## src/rtl/lmfd_pkg.sv

```systemverilog
// ----------------------------------------------------------------------------
// lmfd_pkg
// Types, command codes and control-word table shared by the LED matrix
// frame driver modules.
// ----------------------------------------------------------------------------
package lmfd_pkg;

  // One input item: a command with its coordinates
  typedef struct packed {
    logic [1:0] func;
    logic [2:0] row;
    logic [2:0] col;
    logic [3:0] width;
    logic [3:0] height;
    logic       pixel_value;
  } in_item_t;

  // One result item: one 12-bit display word plus end-of-burst flag
  typedef struct packed {
    logic [3:0] reg_address;
    logic [7:0] reg_data;
    logic       last_word;
  } out_item_t;

  // Control word: register address and data
  typedef struct packed {
    logic [3:0] addr;
    logic [7:0] data;
  } ctl_word_t;

  // Sequencer states
  typedef enum logic {
    ST_IDLE,
    ST_RUN
  } state_t;

  // Command codes
  localparam logic [1:0] FUNC_PIXEL = 2'd0;
  localparam logic [1:0] FUNC_RECT  = 2'd1;
  localparam logic [1:0] FUNC_INIT  = 2'd2;
  localparam logic [1:0] FUNC_NONE  = 2'd3;

  // Init burst: control words, then one clear word per display row
  localparam int unsigned NUM_CTL    = 4;
  localparam int unsigned INIT_WORDS = 12;

  // Control words sent at the start of an init burst
  function automatic ctl_word_t ctl_word(input logic [1:0] idx);
    ctl_word_t w;
    unique case (idx)
      2'd0:    w = '{addr: 4'h9, data: 8'h00};
      2'd1:    w = '{addr: 4'hA, data: 8'h0F};
      2'd2:    w = '{addr: 4'hB, data: 8'h07};
      default: w = '{addr: 4'hC, data: 8'h01};
    endcase
    return w;
  endfunction

endpackage

```

## src/rtl/lmfd_row_unit.sv

```systemverilog
// ----------------------------------------------------------------------------
// lmfd_row_unit
// Shared row update unit: given one frame row and its index, returns the row
// after a pixel write or rectangle outline command. Off-matrix pixels drop out.
// ----------------------------------------------------------------------------
module lmfd_row_unit import lmfd_pkg::*; (
  input  in_item_t   cmd_i,
  input  logic [2:0] y_i,
  input  logic [7:0] row_i,
  output logic [7:0] row_o
);

  logic [5:0] r6;
  logic [5:0] c6;
  logic [5:0] y6;
  logic [5:0] row_end;
  logic [5:0] col_end;
  logic [5:0] row_bot;
  logic [5:0] col_rgt;
  logic       on_edge_row;
  logic       in_span;
  logic [7:0] rect_mask;
  logic [7:0] pix_mask;

  // Edge positions; a wrap below zero lands far above 7 and never matches
  assign r6      = {3'b000, cmd_i.row};
  assign c6      = {3'b000, cmd_i.col};
  assign y6      = {3'b000, y_i};
  assign row_end = r6 + {2'b00, cmd_i.height};
  assign col_end = c6 + {2'b00, cmd_i.width};
  assign row_bot = row_end - 6'd1;
  assign col_rgt = col_end - 6'd1;

  // Top/bottom edges need a nonzero width, sides a nonzero height
  assign on_edge_row = (cmd_i.width != 4'd0) && ((y6 == r6) || (y6 == row_bot));
  assign in_span     = (cmd_i.height != 4'd0) && (y6 >= r6) && (y6 < row_end);

  // Outline mask, column j sits at bit 7-j
  always_comb begin
    rect_mask = '0;
    for (int j = 0; j < 8; j++) begin
      rect_mask[7-j] = (on_edge_row && (6'(j) >= c6) && (6'(j) < col_end)) ||
                       (in_span && ((6'(j) == c6) || (6'(j) == col_rgt)));
    end
  end

  assign pix_mask = 8'h80 >> cmd_i.col;

  // Apply the command to this row
  always_comb begin
    unique case (cmd_i.func)
      FUNC_PIXEL: begin
        if (y_i == cmd_i.row) begin
          row_o = cmd_i.pixel_value ? (row_i | pix_mask) : (row_i & ~pix_mask);
        end else begin
          row_o = row_i;
        end
      end
      FUNC_RECT: row_o = row_i | rect_mask;
      default:   row_o = row_i;
    endcase
  end

endmodule

```

## src/rtl/led_matrix_frame_driver.sv

```systemverilog
// ----------------------------------------------------------------------------
// led_matrix_frame_driver
// 8x8 one-bit frame buffer with pixel, rectangle and init commands; each
// command produces a burst of 12-bit display words.
// ----------------------------------------------------------------------------
// The item is latched as the sequencer enters ST_RUN; each word is then built
// and registered. A pixel or rectangle item yields NUM_ROWS words, an init item
// INIT_WORDS, an unused code none; no new item is taken until a burst ends. The
// single row update unit handles one row (one word) per cycle when output is free.
// Reset clears the frame buffer, the sequencer and the output valid.
module led_matrix_frame_driver import lmfd_pkg::*; #(
  parameter int NUM_ROWS = 8
) (
  input  logic      clk,
  input  logic      rst_n,
  input  logic      in_valid,
  output logic      in_stall,
  input  in_item_t  in_item,
  output logic      out_valid,
  input  logic      out_stall,
  output out_item_t out_item
);

  localparam int         RIW             = (NUM_ROWS > 1) ? $clog2(NUM_ROWS) : 1;
  localparam logic [3:0] LAST_FRAME_STEP = 4'(NUM_ROWS - 1);
  localparam logic [3:0] LAST_INIT_STEP  = 4'(INIT_WORDS - 1);
  localparam logic [3:0] CTL_STEPS       = 4'(NUM_CTL);

  state_t     state_r, state_nxt;
  logic [3:0] step_r, step_nxt;
  in_item_t   cmd_r;
  logic [7:0] frame_r [NUM_ROWS];
  logic       out_valid_r;
  out_item_t  out_item_r;

  logic           accept;
  logic           out_free;
  logic           advance;
  logic           is_init;
  logic [RIW-1:0] row_idx;
  logic [7:0]     row_old;
  logic [7:0]     row_new;
  ctl_word_t      ctl;
  out_item_t      word;

  assign accept   = in_valid && !in_stall;
  assign in_stall = (state_r != ST_IDLE);
  assign out_free = !out_valid_r || !out_stall;
  assign advance  = (state_r == ST_RUN) && out_free;
  assign is_init  = (cmd_r.func == FUNC_INIT);

  // Row read for the current step
  assign row_idx = step_r[RIW-1:0];
  assign row_old = is_init ? 8'h00 : frame_r[row_idx];

  lmfd_row_unit u_row (
    .cmd_i (cmd_r),
    .y_i   (3'(step_r)),
    .row_i (row_old),
    .row_o (row_new)
  );

  // Word for the current step
  assign ctl = ctl_word(step_r[1:0]);

  always_comb begin
    if (is_init) begin
      if (step_r < CTL_STEPS) begin
        word.reg_address = ctl.addr;
        word.reg_data    = ctl.data;
      end else begin
        word.reg_address = step_r - CTL_STEPS + 4'd1;
        word.reg_data    = 8'h00;
      end
      word.last_word = (step_r == LAST_INIT_STEP);
    end else begin
      word.reg_address = step_r + 4'd1;
      word.reg_data    = row_new;
      word.last_word   = (step_r == LAST_FRAME_STEP);
    end
  end

  // Sequencer next state
  always_comb begin
    state_nxt = state_r;
    step_nxt  = step_r;
    unique case (state_r)
      ST_IDLE: begin
        if (accept && (in_item.func != FUNC_NONE)) begin
          state_nxt = ST_RUN;
          step_nxt  = 4'd0;
        end
      end
      ST_RUN: begin
        if (advance) begin
          if (word.last_word) begin
            state_nxt = ST_IDLE;
            step_nxt  = 4'd0;
          end else begin
            step_nxt = step_r + 4'd1;
          end
        end
      end
      default: begin
        state_nxt = ST_IDLE;
        step_nxt  = 4'd0;
      end
    endcase
  end

  // Sequencer registers
  always_ff @(posedge clk) begin
    if (!rst_n) begin
      state_r <= ST_IDLE;
      step_r  <= 4'd0;
    end else begin
      state_r <= state_nxt;
      step_r  <= step_nxt;
    end
  end

  // Command latch
  always_ff @(posedge clk) begin
    if (accept) begin
      cmd_r <= in_item;
    end
  end

  // Frame buffer write-back
  always_ff @(posedge clk) begin
    if (!rst_n) begin
      for (int i = 0; i < NUM_ROWS; i++) begin
        frame_r[i] <= 8'h00;
      end
    end else if (advance && !is_init) begin
      frame_r[row_idx] <= row_new;
    end
  end

  // Output register
  always_ff @(posedge clk) begin
    if (!rst_n) begin
      out_valid_r <= 1'b0;
    end else if (advance) begin
      out_valid_r <= 1'b1;
    end else if (!out_stall) begin
      out_valid_r <= 1'b0;
    end
  end

  always_ff @(posedge clk) begin
    if (advance) begin
      out_item_r <= word;
    end
  end

  assign out_valid = out_valid_r;
  assign out_item  = out_item_r;

  // Checks
  a_start_run: assert property (@(posedge clk) disable iff (!rst_n)
    (accept && (in_item.func != FUNC_NONE)) |=> (state_r == ST_RUN))
    else $error("valid command did not start a burst");

  a_unused_idle: assert property (@(posedge clk) disable iff (!rst_n)
    (accept && (in_item.func == FUNC_NONE)) |=> (state_r == ST_IDLE) && !$rose(out_valid_r))
    else $error("unused command produced activity");

  a_last_ends: assert property (@(posedge clk) disable iff (!rst_n)
    (advance && word.last_word) |=> (state_r == ST_IDLE) && out_item_r.last_word)
    else $error("burst did not end on last word");

  a_step_range: assert property (@(posedge clk) disable iff (!rst_n)
    (state_r == ST_RUN) |-> (step_r <= LAST_INIT_STEP))
    else $error("step counter out of range");

  a_idle_step: assert property (@(posedge clk) disable iff (!rst_n)
    (state_r == ST_IDLE) |-> (step_r == 4'd0))
    else $error("step counter not cleared in idle");

endmodule
```

## config.mk

```make
export PLATFORM = sky130hd
export DESIGN_NAME = led_matrix_frame_driver
export DESIGN_NICKNAME = d
export VERILOG_FILES = /design/src/rtl/lmfd_pkg.sv /design/src/rtl/lmfd_row_unit.sv /design/src/rtl/led_matrix_frame_driver.sv
export SDC_FILE = /design/constraint.sdc
export NUM_CORES = 1
export LEC_CHECK = 0
export ABC_AREA = 1
export BUFFER_PORTS_ARGS = -buffer_cell sky130_fd_sc_hd__buf_2
export CAP_MARGIN = 10
export CORE_MARGIN = 3
export CORE_UTILIZATION = 68
export CTS_BUF_LIST = sky130_fd_sc_hd__clkbuf_2
export CTS_CLUSTER_SIZE = 40
export DETAILED_ROUTE_END_ITERATION = 6
export GPL_ROUTABILITY_DRIVEN = 1
export PLACE_DENSITY = 0.88
export SYNTH_ARGS = -nofsm -noshare
export SYNTH_HDL_FRONTEND = slang
export SYNTH_SLANG_ARGS = --single-unit
```

## constraint.sdc

```tcl
create_clock -name clk -period 7.65 [get_ports clk]
set_input_delay 0.3825 -clock clk [delete_from_list [all_inputs] [get_ports clk]]
set_output_delay 0.3825 -clock clk [all_outputs]
set_load 0.05 [all_outputs]
```

==> flow_metrics.tcl <==
set metrics [dict create \
    status "finished clean" \
    wire_per_inst_um 19.1 \
    crit_start "cmd_r[1]" \
    cts.htree.levels 3 \
    core-area_um2 7890 \
    cts_tree "yes" \
    drive_gt1_share_pct 15.7 \
    fmax_mhz 334 \
    drc 0 \
    yosys_warnings 0 \
    crit_required_ns 8.00 \
    synth_edf_count 94 \
    hp-start "out_stall" \
    rsz0062_at_grt "false" \
    nFillCells 487 \
    portBuffers 35 \
    gp_congestion 0.906 \
    setup_ws_ns 4.66 \
    die-area_um2 9390 \
    preCtsSetupSlack_ns 4.74 \
    start_util_pct 71.3 \
    reg2reg_slack_ns 4.66 \
    worst_slew_pin_slew_ns 0.656 \
    fin_crit_sh_pct 39.1 \
    drt_pass1_iterations 6 \
    power.leakage_uw 0.00258 \
    yosys_most_used_dff "edfxtp_1" \
    drv_slew 0 \
    syn_avg_cell_area_um2 9.23 \
    antenna_found_initial 1 \
    cp.arrival_ns 3.34 \
    crit_fanout 9 \
    crit_end "out_item[4]" \
    netlist_area_um2 5620 \
    relSlewSlack_pct 56.2 \
    ir_worst_vdd_mv 0.219 \
    synthesis.nets 649 \
    hold_violations 0 \
    p_per_area_nw_per_um2 201 \
    die_h_um 96.9 \
    multi_input_area_um2 2260 \
    worstSkewPairLatency_ns 0.58 \
    synth.distinct_cells 46 \
    dp_hpwl_um 9640 \
    grt_pass1_wl_um 22900 \
    worst_setup_path_end_kind "flop" \
    hp-class "in2reg" \
    row_count 32 \
    vias 4813 \
    fin_worst_skew_ns 0.0374 \
    async_reset_ff_share_pct 0 \
    cts.clk_slew.worst_paths_ns 0.27 \
    viasPerCell 6.25 \
    regArea_um2 3000 \
    totalWireLength_um 14700 \
    fin_tns_setup_ns 0 \
    final_area_um2 6160 \
    cts_buffer_depth 2 \
    nets 702 \
    area_growth_syn_to_layout_pct 9.62 \
    period_minus_slack_ns 2.99 \
    fin_cells 770 \
    seq_area_frac_synth_pct 53.4 \
    grt-ovfl-total 0 \
    rr_startpoint "cmd_r[1]" \
    root_buffer "clkbuf_2" \
    die_x_um 96.9 \
    initialDrtViolationCount 746 \
    r2r-end "out_item[4]" \
    synth-seq-cells 103 \
    worstRegToRegCells 13 \
    grt_pass1_vias 4685 \
    numClockSinks 103 \
    io_pins 36 \
    place_inst 736 \
    dpl-instance-area_um2 5890 \
    setup_viol 0 \
    utilization_pct 78.1 \
    worst_setup_path_start_kind "flop" \
    grt_max_degree 34 \
    track_usage_pct 30.6 \
    antenna_left 0 \
    postSynthCellCount 609 \
    drv_cap 0 \
    worstSetupPathType "reg2reg" \
    cts_buffers 9 \
]
layout by cell type, fill, tap and decap left out, types with 2 or more instances in the layout:
master         Yosys  layout
o21ai_1           18      18
a31oi_1            4       4
nand2_2            9       9
o21ai_2            2       2
o21ai_0           38      38
fa_1               2       2
a21oi_2            2       2
edfxtp_1          94      94
clkinv_4           0       2
o221ai_1          13      13
nand3_1           25      25
nand4_1            3       3
nor3_1             3       3
inv_2              9       9
nor2_1           103     103
ha_1              17      17
buf_4              0       2
a211oi_1           5       5
buf_2              5      35
inv_6              0       2
xnor2_1            2       2
nor2_2            13      13
dfxtp_1            9       9
dlygate4sd3_1      0      17
clkbuf_2           0      10
inv_1             73      73
o211ai_1           2       2
nand3_2            3       3
nand2_1           92      92
a21oi_1           29      29
o21bai_1           3       3
nand2_4            6       6
registers in the layout (all words and copies together), names as in the netlist, named ones only:
register / flops
cmd_r: 17
frame_r: 64
in_stall: 1
out_item: 13
out_valid: 1
step_r: 4
cell usage after synthesis (all sizes together), types with 2 or more instances:
library cell    n  share of area (%)
nor2          117                8.5
nand2         107                8.3
edfxtp         94                 50
inv            82                5.5
o21ai          59                5.6
a21oi          32                3.2
nand3          29                3.1
ha             17                3.8
o221ai         13                2.0
dfxtp           9                3.2
clkbuf          7               0.47
a211oi          5               0.67
buf             5               0.45
a31oi           4               0.45
nor3            4               0.45
nand4           3               0.33
o211ai          3               0.49
o21bai          3               0.40
fa              2               0.71
xnor2           2               0.31
power breakdown:
| group | internal (uW) | switching [uW] | total, uW |
|---|---|---|---|
| Combinational | 93.3 | 232 | 325 |
| Clock | 50.3 | 189 | 239 |
| Sequential | 649 | 23.8 | 673 |
| Total | 793 | 445 | 1240 |
per-layer routing:
metal,global-route usage [%],wire length [um],vias to the layer above,share of wire (%)
li1,-,-,2193,-
met1,39.3,5400,2183,37
met2,50.1,7130,368,48
met3,6.71,1610,69,11
met4,13.8,601,0,4.1
met5,0,0,-,0
cell families (layout without fill, tap and decap cells):
kind of cell | after synthesis | count (layout) | synth area share [%]
buffers and inverters | 94 | 152 | 6.39
AO/OA/AOI/OAI | 126 | 126 | 14.0
adder cells (fa/ha/maj) | 19 | 19 | 4.50
other | 0 | 1 | 0
AND/OR/NAND/NOR | 264 | 264 | 21.3
flip-flops | 103 | 103 | 53.4
XOR/XNOR | 3 | 3 | 0.468
how the worst min path moves through the flow:
stage                 to  slack [ns]  cells past startpoint
3_3_place_gp   out_valid        0.47                      2
4_1_cts         cmd_r[1]       0.002                      1
2_1_floorplan  step_r[3]        0.48                      2
3_5_place_dp   out_valid        0.48                      2
5_1_grt        out_valid        0.04                      3
6_report       out_valid        0.07                      3
metrics by stage:
stage               total power (uW)  hold WS (ns)
global placement                 977         0.467
global route                    1290        0.0384
CTS                             1220       0.00230
detailed placement               989         0.479
finish                          1240        0.0705
floorplan                        907         0.481
critical path, stage by stage (launching register included):
cell and delay, ns:
edfxtp_1 0.48, ha_1 0.26, fa_1 0.50, inv_1 0.07, ha_1 0.29, inv_1 0.04, o21bai_1 0.13, a21oi_1 0.09
o21ai_1 0.21, inv_2 0.11, nand2_1 0.10, o21ai_2 0.09, a21oi_4 0.31, nand2_1 0.11
what timing repair did:
item                      4_1_cts  5_1_grt
hold buffers                   14        3
setup buffers                   0        0
hold endpoints to repair       14        3
gates resized for setup         0        0
cell type report:
cell class	instances	share of cell area, %
Multi-Input combinational cell	412	36.7
Clock inverter	6	0.833
Sequential cell	103	48.7
Timing Repair Buffer	54	5.85
Inverter	82	5.00
Antenna cell	1	0.0406
Clock buffer	10	0.812
Tap cell	102	2.07
(Power assumes the default switching activity.)
